### src/tisa_pkg.sv
// Shared types and constants of the toy ISA execute unit.
// Holds the instruction and result item structs, opcodes, error codes and
// register index constants. No dependencies.
package tisa_pkg;

  localparam int NUM_REGS = 20;
  localparam int REG_IDX_W = 5;
  localparam int DATA_W = 32;
  localparam int LINE_OUT_W = 10;

  localparam logic [3:0] OP_NOP = 4'd0;
  localparam logic [3:0] OP_ADD = 4'd1;
  localparam logic [3:0] OP_SUB = 4'd2;
  localparam logic [3:0] OP_MUL = 4'd3;
  localparam logic [3:0] OP_DIV = 4'd4;
  localparam logic [3:0] OP_LW  = 4'd5;
  localparam logic [3:0] OP_JMP = 4'd6;
  localparam logic [3:0] OP_BEQ = 4'd7;
  localparam logic [3:0] OP_BNE = 4'd8;
  localparam logic [3:0] OP_SLT = 4'd9;

  localparam logic [2:0] ERR_OK        = 3'd0;
  localparam logic [2:0] ERR_BAD_OP    = 3'd1;
  localparam logic [2:0] ERR_LW_DEST   = 3'd2;
  localparam logic [2:0] ERR_DIV_ZERO  = 3'd3;
  localparam logic [2:0] ERR_BAD_INDEX = 3'd4;

  localparam logic [4:0] IDX_S_FIRST = 5'd10;
  localparam logic [4:0] IDX_S_LAST  = 5'd17;
  localparam logic [4:0] IDX_V0      = 5'd18;
  localparam logic [4:0] IDX_ZERO    = 5'd19;

  typedef struct packed {
    logic [3:0]        cmd;
    logic [4:0]        dst_reg;
    logic [4:0]        src_a_reg;
    logic [4:0]        src_b_reg;
    logic signed [31:0] imm_value;
  } instr_t;

  typedef struct packed {
    logic [9:0]         next_line;
    logic               branch_taken;
    logic               write_done;
    logic [4:0]         write_reg;
    logic signed [31:0] write_value;
    logic signed [31:0] v0_value;
    logic [2:0]         error_code;
  } result_t;

endpackage

### src/tisa_ram.sv
// Generic single-port-write, single-port-read RAM with registered read data.
// Used for the register file of the toy ISA execute unit. No dependencies.
module tisa_ram #(
  parameter int WIDTH = 32,
  parameter int DEPTH = 20
) (
  input  logic                     clk,
  input  logic                     we,
  input  logic [$clog2(DEPTH)-1:0] waddr,
  input  logic [WIDTH-1:0]         wdata,
  input  logic [$clog2(DEPTH)-1:0] raddr,
  output logic [WIDTH-1:0]         rdata
);

  logic [WIDTH-1:0] mem [DEPTH];

  always_ff @(posedge clk) begin
    if (we) begin
      mem[waddr] <= wdata;
    end
    rdata <= mem[raddr];
  end

endmodule

### src/toy_isa_execute_unit.sv
// Toy ISA execute unit: runs one decoded instruction per item on a 20-entry
// register file and a line counter. Depends on tisa_pkg and tisa_ram.
//
// Usage: one instruction is taken at a time. Add, sub, mul, slt, lw, nop,
// an untaken branch and any instruction with an error go from acceptance to
// result through two register-file reads on the single RAM read port, an
// execute step and a write-back step. Div, jmp and a taken branch also run
// the 32 iterations of the shared restoring divider, which also reduces
// the jump target minus one modulo PROGRAM_LINES. The next instruction
// is accepted as soon as the unit is back in idle, even while the previous
// result still waits in the output register; write-back stalls only if that
// register is still full. After reset the register file reads as zero at
// once; no clearing pass is needed.
module toy_isa_execute_unit #(
  parameter int PROGRAM_LINES = 1024
) (
  input  logic             clk,
  input  logic             rst,
  input  logic             instr_valid,
  output logic             instr_ready,
  input  tisa_pkg::instr_t instr,
  output logic             result_valid,
  input  logic             result_ready,
  output tisa_pkg::result_t result
);

  localparam int LCW = $clog2(PROGRAM_LINES);
  localparam logic [LCW-1:0] LINE_LAST = LCW'(PROGRAM_LINES - 1);

  localparam logic [2:0] ST_IDLE = 3'd0;
  localparam logic [2:0] ST_RDB  = 3'd1;
  localparam logic [2:0] ST_EXEC = 3'd2;
  localparam logic [2:0] ST_DIV  = 3'd3;
  localparam logic [2:0] ST_DONE = 3'd4;

  logic [2:0]                state;
  tisa_pkg::instr_t          cur;
  logic [2:0]                err_q;
  logic [31:0]               va;
  logic                      res_taken;
  logic                      res_wr;
  logic [31:0]               res_wval;
  logic [31:0]               div_rem;
  logic [31:0]               div_quo;
  logic [31:0]               div_dvs;
  logic                      div_neg;
  logic                      div_mod;
  logic [4:0]                cnt;
  logic [LCW-1:0]            lc;
  logic [31:0]               v0_reg;
  logic [tisa_pkg::NUM_REGS-1:0] valid_bits;

  logic                      ram_we;
  logic [4:0]                ram_raddr;
  logic [31:0]               ram_rdata;
  logic [31:0]               vb;
  logic [2:0]                err_in;
  logic                      accept;
  logic                      out_free;
  logic [32:0]               div_shift;
  logic [32:0]               div_diff;
  logic                      div_bit;
  logic [31:0]               div_rem_step;
  logic [31:0]               div_quo_step;
  logic [31:0]               q_signed;
  logic [LCW-1:0]            lc_next;
  logic [31:0]               alu_mul;
  logic [31:0]               abs_a;
  logic [31:0]               abs_b;
  logic                      take_br;
  logic                      use_div;

  function automatic logic reg_live(input logic [4:0] idx,
                                    input logic [tisa_pkg::NUM_REGS-1:0] vbits);
    reg_live = (idx < tisa_pkg::IDX_ZERO) ? vbits[idx] : 1'b0;
  endfunction

  assign instr_ready = (state == ST_IDLE);
  assign accept = instr_valid && instr_ready;
  assign out_free = !result_valid || result_ready;

  // Decode-time checks, in the order the error codes take priority
  always_comb begin
    logic is_alu;
    logic is_br;
    is_alu = ((instr.cmd >= tisa_pkg::OP_ADD) && (instr.cmd <= tisa_pkg::OP_DIV)) ||
             (instr.cmd == tisa_pkg::OP_SLT);
    is_br = (instr.cmd == tisa_pkg::OP_BEQ) || (instr.cmd == tisa_pkg::OP_BNE);
    priority if (instr.cmd > tisa_pkg::OP_SLT) begin
      err_in = tisa_pkg::ERR_BAD_OP;
    end else if (is_alu && ((instr.dst_reg > tisa_pkg::IDX_ZERO) ||
                            (instr.src_a_reg > tisa_pkg::IDX_ZERO) ||
                            (instr.src_b_reg > tisa_pkg::IDX_ZERO))) begin
      err_in = tisa_pkg::ERR_BAD_INDEX;
    end else if ((instr.cmd == tisa_pkg::OP_LW) &&
                 (instr.dst_reg > tisa_pkg::IDX_ZERO)) begin
      err_in = tisa_pkg::ERR_BAD_INDEX;
    end else if (is_br && ((instr.src_a_reg > tisa_pkg::IDX_ZERO) ||
                           (instr.src_b_reg > tisa_pkg::IDX_ZERO))) begin
      err_in = tisa_pkg::ERR_BAD_INDEX;
    end else if ((instr.cmd == tisa_pkg::OP_LW) &&
                 ((instr.dst_reg < tisa_pkg::IDX_S_FIRST) ||
                  (instr.dst_reg > tisa_pkg::IDX_S_LAST))) begin
      err_in = tisa_pkg::ERR_LW_DEST;
    end else begin
      err_in = tisa_pkg::ERR_OK;
    end
  end

  // Read port: a at acceptance, b in the next cycle (ST_RDB)
  always_comb begin
    if (state == ST_IDLE) begin
      ram_raddr = instr.src_a_reg;
    end else if (state == ST_RDB) begin
      ram_raddr = cur.src_b_reg;
    end else begin
      ram_raddr = cur.src_a_reg;
    end
  end

  assign vb = reg_live(cur.src_b_reg, valid_bits) ? ram_rdata : 32'd0;
  assign ram_we = (state == ST_DONE) && out_free && res_wr;

  tisa_ram #(
    .WIDTH (tisa_pkg::DATA_W),
    .DEPTH (tisa_pkg::NUM_REGS)
  ) u_regs (
    .clk   (clk),
    .we    (ram_we),
    .waddr (cur.dst_reg),
    .wdata (res_wval),
    .raddr (ram_raddr),
    .rdata (ram_rdata)
  );

  // Restoring divider step, shared by div and the target modulo
  assign div_shift = {div_rem, div_quo[31]};
  assign div_diff = div_shift - {1'b0, div_dvs};
  assign div_bit = !div_diff[32];
  assign div_rem_step = div_bit ? div_diff[31:0] : div_shift[31:0];
  assign div_quo_step = {div_quo[30:0], div_bit};
  assign q_signed = div_neg ? (32'd0 - div_quo_step) : div_quo_step;

  assign alu_mul = va * vb;
  assign abs_a = va[31] ? (32'd0 - va) : va;
  assign abs_b = vb[31] ? (32'd0 - vb) : vb;

  // Jump or taken branch, and whether execute hands over to the divider
  assign take_br = (cur.cmd == tisa_pkg::OP_JMP) ||
                   ((cur.cmd == tisa_pkg::OP_BEQ) && (va == vb)) ||
                   ((cur.cmd == tisa_pkg::OP_BNE) && (va != vb));
  assign use_div = (err_q == tisa_pkg::ERR_OK) &&
                   (((cur.cmd == tisa_pkg::OP_DIV) && (vb != 32'd0)) || take_br);

  assign lc_next = res_taken ? div_rem[LCW-1:0] :
                   ((lc == LINE_LAST) ? '0 : lc + LCW'(1));

  always_ff @(posedge clk) begin
    if (rst) begin
      state <= ST_IDLE;
      lc <= '0;
      v0_reg <= '0;
      valid_bits <= '0;
      result_valid <= 1'b0;
    end else begin
      if ((state == ST_DONE) && out_free) begin
        result_valid <= 1'b1;
      end else if (result_ready) begin
        result_valid <= 1'b0;
      end
      unique case (state)
        ST_IDLE: begin
          if (accept) begin
            cur <= instr;
            err_q <= err_in;
            res_taken <= 1'b0;
            res_wr <= 1'b0;
            res_wval <= '0;
            state <= ST_RDB;
          end
        end
        ST_RDB: begin
          va <= reg_live(cur.src_a_reg, valid_bits) ? ram_rdata : 32'd0;
          state <= ST_EXEC;
        end
        ST_EXEC: begin
          state <= use_div ? ST_DIV : ST_DONE;
          cnt <= '0;
          div_rem <= '0;
          if (err_q == tisa_pkg::ERR_OK) begin
            unique case (cur.cmd)
              tisa_pkg::OP_ADD: begin
                res_wr <= (cur.dst_reg != tisa_pkg::IDX_ZERO);
                res_wval <= va + vb;
              end
              tisa_pkg::OP_SUB: begin
                res_wr <= (cur.dst_reg != tisa_pkg::IDX_ZERO);
                res_wval <= va - vb;
              end
              tisa_pkg::OP_MUL: begin
                res_wr <= (cur.dst_reg != tisa_pkg::IDX_ZERO);
                res_wval <= alu_mul;
              end
              tisa_pkg::OP_SLT: begin
                res_wr <= (cur.dst_reg != tisa_pkg::IDX_ZERO);
                res_wval <= {31'd0, $signed(va) < $signed(vb)};
              end
              tisa_pkg::OP_LW: begin
                res_wr <= 1'b1;
                res_wval <= cur.imm_value;
              end
              tisa_pkg::OP_DIV: begin
                if (vb == 32'd0) begin
                  err_q <= tisa_pkg::ERR_DIV_ZERO;
                end else begin
                  div_quo <= abs_a;
                  div_dvs <= abs_b;
                  div_neg <= va[31] ^ vb[31];
                  div_mod <= 1'b0;
                end
              end
              tisa_pkg::OP_JMP, tisa_pkg::OP_BEQ, tisa_pkg::OP_BNE: begin
                if (take_br) begin
                  // reduce target minus one modulo the program length
                  res_taken <= 1'b1;
                  div_quo <= cur.imm_value - 32'd1;
                  div_dvs <= 32'(PROGRAM_LINES);
                  div_neg <= 1'b0;
                  div_mod <= 1'b1;
                end
              end
              default: begin
              end
            endcase
          end
        end
        ST_DIV: begin
          div_rem <= div_rem_step;
          div_quo <= div_quo_step;
          cnt <= cnt + 5'd1;
          if (cnt == 5'd31) begin
            if (!div_mod) begin
              res_wr <= (cur.dst_reg != tisa_pkg::IDX_ZERO);
              res_wval <= q_signed;
            end
            state <= ST_DONE;
          end
        end
        ST_DONE: begin
          // hold until the output register is free
          if (out_free) begin
            result.next_line <= tisa_pkg::LINE_OUT_W'(lc_next);
            result.branch_taken <= res_taken;
            result.write_done <= res_wr;
            result.write_reg <= res_wr ? cur.dst_reg : 5'd0;
            result.write_value <= res_wr ? res_wval : 32'd0;
            result.v0_value <= (res_wr && (cur.dst_reg == tisa_pkg::IDX_V0)) ?
                               res_wval : v0_reg;
            result.error_code <= err_q;
            lc <= lc_next;
            if (res_wr) begin
              valid_bits[cur.dst_reg] <= 1'b1;
              if (cur.dst_reg == tisa_pkg::IDX_V0) begin
                v0_reg <= res_wval;
              end
            end
            state <= ST_IDLE;
          end
        end
        default: begin
          state <= ST_IDLE;
        end
      endcase
    end
  end

`ifndef ASSERT_OFF
  a_write_no_err: assert property (@(posedge clk) disable iff (rst)
    (result_valid && result.write_done) |-> (result.error_code == tisa_pkg::ERR_OK))
    else $error("register write reported together with an error");

  a_branch_no_err: assert property (@(posedge clk) disable iff (rst)
    (result_valid && result.branch_taken) |-> (result.error_code == tisa_pkg::ERR_OK))
    else $error("branch taken together with an error");

  a_no_zero_write: assert property (@(posedge clk) disable iff (rst)
    ram_we |-> (cur.dst_reg < tisa_pkg::IDX_ZERO))
    else $error("write to zero register or out-of-range index");

  a_accept_to_read: assert property (@(posedge clk) disable iff (rst)
    accept |=> (state == ST_RDB))
    else $error("accepted item did not start the read sequence");

  a_div_count: assert property (@(posedge clk) disable iff (rst)
    ((state == ST_DIV) && (cnt != 5'd31)) |=> ((state == ST_DIV) &&
                                               (cnt == $past(cnt) + 5'd1)))
    else $error("divider iteration count slipped");
`endif

endmodule

### config.mk
export PLATFORM = sky130hd
export DESIGN_NAME = toy_isa_execute_unit
export DESIGN_NICKNAME = d
export VERILOG_FILES = /design/src/tisa_pkg.sv /design/src/tisa_ram.sv /design/src/toy_isa_execute_unit.sv
export SDC_FILE = /design/constraint.sdc
export NUM_CORES = 2
export LEC_CHECK = 0
export ABC_AREA = 1
export BUFFER_PORTS_ARGS = -buffer_cell sky130_fd_sc_hd__buf_4
export CORE_MARGIN = 5
export CORE_UTILIZATION = 35
export DETAILED_ROUTE_END_ITERATION = 8
export PLACE_DENSITY = 0.48
export RECOVER_POWER = 100
export SLEW_MARGIN = 20
export SYNTH_ARGS = -nofsm -noshare
export SYNTH_HDL_FRONTEND = slang
export SYNTH_HIERARCHICAL = 1
export SYNTH_SLANG_ARGS = --single-unit
### constraint.sdc
create_clock -name clk -period 7.2 [get_ports clk]
set_input_delay 1.44 -clock clk [delete_from_list [all_inputs] [get_ports clk]]
set_output_delay 1.44 -clock clk [all_outputs]
set_load 0.01 [all_outputs]
==> results.tsv <==
stage	metric	value	unit
global_route	overflow	0	
yosys	postSynth.asyncResetShare	0	%
power_and_ir_drop	combPwrFrac	60.8	%
worst_hold_path	worst_hold_startpoint	err_q[0]$_SDFFCE_PP1P_	
global_route	grt_pass1_wl	366000	um
timing	worst_pin_slew	2.85	ns
final_layout	reg.largest.list	u_regs/mem (640), result (84), cur (51)	
critical_path	crit_required	7.69	ns
floorplan	rows	159	
final_layout	fin_cells	10200	
yosys	syn-instance-count	7095	
critical_path	worstPathMaxFanout	7	
power_and_ir_drop	p_switching	15.0	mW
timing	clock.fmax	0.124	GHz
critical_path	reg2reg_slack	-0.85	ns
timing	rsz0062_at_grt	true	
timing	setup_violations	21	
routing	dr.first_iter.drc_count	4962	
placed_design	port-buffer-count	140	
routing	drtPass1Iterations	7	
floorplan	start_util	35.1	%
critical_path	cp_slowest_stage_delay	0.57	ns
routing	met2_length	118000	um
job	cap_violations	20	
global_route	grt_max_degree	166	
final_layout	area_delta_synth_final	19.9	%
outcome	failed_checks	capacitance limit, slew limit, setup timing	
power_and_ir_drop	p_sw_share	44.3	%
routing	routedWlPerCell	24.9	um
timing	period_share	112	%
yosys	synth-edff-count	947	
yosys	syn_avg_cell_area	9.27	um2
routing	avgViaCountPerCell	5.20	
timing	min_period	8.05	ns
critical_path	crit_top_cell	fa_1	
worst_hold_path	hold_depth	0	
critical_path	r2r_cells	33	
routing	routed.top_layer	met4	
cts	cts_made_buffers	108	
floorplan	die_x	444	um
final_layout	final_common_cell	nand2_1	
floorplan	dieArea	197000	um2
cts	hold_buffers	0	
timing	maxSlewViolCount	575	
critical_path	crit_path_start_kind	flop	
power_and_ir_drop	ir_worst_vdd	0.00104	V
cts	clockBufferDepth	3	
yosys	synth_seq_cells	1044	
routing	wl_met3	16400	um
yosys	synth-main-ff-cell	edfxtp_1	
yosys	netlist_area	65800	um2
floorplan	die_h	444	um
global_route	antenna_found_initial	7	
cts	root_buffer	clkbuf_16	
critical_path	slowest_stage	fa_2	
worst_hold_path	holdCritPathClass	flop to flop	
placed_design	place_congestion	0.987	
power_and_ir_drop	internal-power	18.8	mW
global_route	grt_usage	25.1	%
global_route	grt_pass1_vias	52000	
floorplan	coreArea	187000	um2
yosys	synth_fp_nets	7786	
routing	detail_route.wirelength	254000	um
final_layout	fin_nets	8306	
timing	maxSlewHeadroom	-90.0	%
yosys	yosys.cell_types.count	73	
critical_path	end_kind	flop	
critical_path	reg2reg_from	cur[32]$_DFFE_PP_	
critical_path	path_class	flop to flop	
final_layout	fill_cells	18500	
power_and_ir_drop	p_leak	32.9	nW
yosys	ys_seq_area_share	46.2	%
timing	finClkSkew	0.0592	ns
cts	htreeDepth	3	
power_and_ir_drop	cellPowerDensity	428	nW/um2
final_layout	largest_reg_flops	640	
final_layout	most-common-layout-cells	nand2_1 (1582), edfxtp_1 (947), inv_1 (805)	
timing	final.setup.worst_slack	-0.850	ns
power_and_ir_drop	seqPwrFrac	22.3	%
placed_design	placed_area	73100	um2
floorplan	io_pins	141	
final_layout	design_area	78900	um2
power_and_ir_drop	clock_power_share	17.0	%
timing	hold_violations	0	
routing	drt-met1-wl	108000	um
cts	cts_sinks	1044	
routing	route.detailed.drc	0	
placed_design	hpwl	183000	um
placed_design	placed_cells	9928	
routing	num_vias	53100	
final_layout	fin_util	42.1	%
cts	clkLatencyLatePin	0.74	ns
placed_design	dp_slack	-1.16	ns
critical_path	cp_data_arrival_time	8.54	ns
cts	tritoncts	built	
final_layout	regMostFlops	u_regs/mem	
worst_hold_path	hold_path_end	result[0]$_DFFE_PP_	
routing	final_antenna_net_count	0	
yosys	yosys_warnings	6	
cts	clkTransAtPathRegs	0.07	ns
outcome	status	finished, violations left	
critical_path	r2r-end	res_wval[30]$_DFFE_PP_	
final_layout	drive_above_1_share	16.3	%
==> synth_stat cells (18+ instances only) <==
library cell / number / area (um2)
nor3_1: 63 / 315
o21ai_0: 339 / 1700
o2111ai_1: 19 / 166
xor2_1: 66 / 578
nand4_1: 38 / 238
dfxtp_1: 97 / 1940
nand3_1: 610 / 3050
edfxtp_1: 947 / 28400
a31oi_1: 30 / 188
ha_1: 225 / 2820
clkbuf_1: 190 / 713
xnor2_1: 30 / 263
nand2_1: 1630 / 6120
a21oi_1: 319 / 1600
buf_1: 24 / 90.1
nor2_1: 789 / 2960
buf_6: 53 / 597
fa_1: 411 / 8230
clkinv_1: 18 / 67.6
o21ai_1: 30 / 150
buf_2: 50 / 250
inv_1: 844 / 3170
o22ai_1: 40 / 250
nor4_1: 19 / 119
==> routing by layer <==
metal  track usage, %  vias to the layer above
met5                0                        -
met4             10.1                        0
met3             3.50                      400
met2             40.9                     1954
met1             33.9                    26300
li1                 -                    24400
==> worst max-delay path by stage <==
| stage | from | to | slack (ns) | cells after the start |
|---|---|---|---|---|
| 6_report | cur[32]$_DFFE_PP_ | res_wval[30]$_DFFE_PP_ | -0.85 | 33 |
| 5_1_grt | cur[32]$_DFFE_PP_ | res_wval[30]$_DFFE_PP_ | -1.08 | 35 |
| 4_1_cts | cur[32]$_DFFE_PP_ | res_wval[30]$_DFFE_PP_ | -0.85 | 32 |
| 3_5_place_dp | cur[32]$_DFFE_PP_ | res_wval[29]$_DFFE_PP_ | -1.16 | 34 |
| 3_3_place_gp | cur[32]$_DFFE_PP_ | res_wval[29]$_DFFE_PP_ | -1.19 | 39 |
| 2_1_floorplan | cur[32]$_DFFE_PP_ | res_wval[29]$_DFFE_PP_ | -0.18 | 43 |
==> critical path, delay by kind of cell (launching register included) <==
kind / cells / cell delay (ns)
DFF: 1 / 0.49
adders and majority gates: 10 / 4.58
AOI/OAI and AO/OA: 4 / 0.54
and+or+nand+nor: 8 / 0.85
buffers and inverters: 11 / 1.35
==> what timing repair did <==
item | in CTS | in global routing
resized for setup | 264 | 190
gates cloned | 5 | 0
pin swaps | 126 | 124
buffers inserted | 45 | 23
setup endpoints to repair | 22 | 24
==> power by group through the flow <==
stage	Sequential [mW]	Combinational, mW	Clock, mW
after global placement	7.66	16.9	0
after CTS	7.52	18.9	5.87
final	7.51	20.5	5.73
after floorplan	7.48	9.98	0
after global routing	7.53	22.3	6.10
after detailed placement	7.65	16.9	0
==> kinds of logic after synthesis <==
family,after synthesis,share of synthesized area [%]
AOI/OAI and AO/OA,878,7.38
xor gates and xnor gates,100,1.42
adders and majority gates,636,16.8
buffers and inverters,1213,7.80
DFF,1044,46.2
and+or+nand+nor,3224,20.5
==> cell type report <==
type | count | area [um2] | area share, %
diodes | 2 | 5.00 | 0.00634
clock buffers | 138 | 2920 | 3.70
clock inverters | 68 | 668 | 0.847
inverters | 879 | 3370 | 4.27
multi-input cells | 4839 | 32000 | 40.6
flip-flops and latches | 1044 | 30400 | 38.5
well taps | 2495 | 3120 | 3.96
repair buffers | 742 | 6370 | 8.07
repair inverters | 1 | 7.51 | 0.00952
==> metrics by stage <==
stage	TNS [ns]	hold WS [ns]	total power [mW]
2_1_floorplan	-0.215	0.427	17.5
3_3_place_gp	-18.30	0.441	24.6
3_5_place_dp	-18.57	0.443	24.5
4_1_cts	-12.81	0.459	32.3
5_1_grt	-19.86	0.479	35.9
6_report	-13.97	0.457	33.7
No activity file was read; power rests on OpenSTA's default activity.
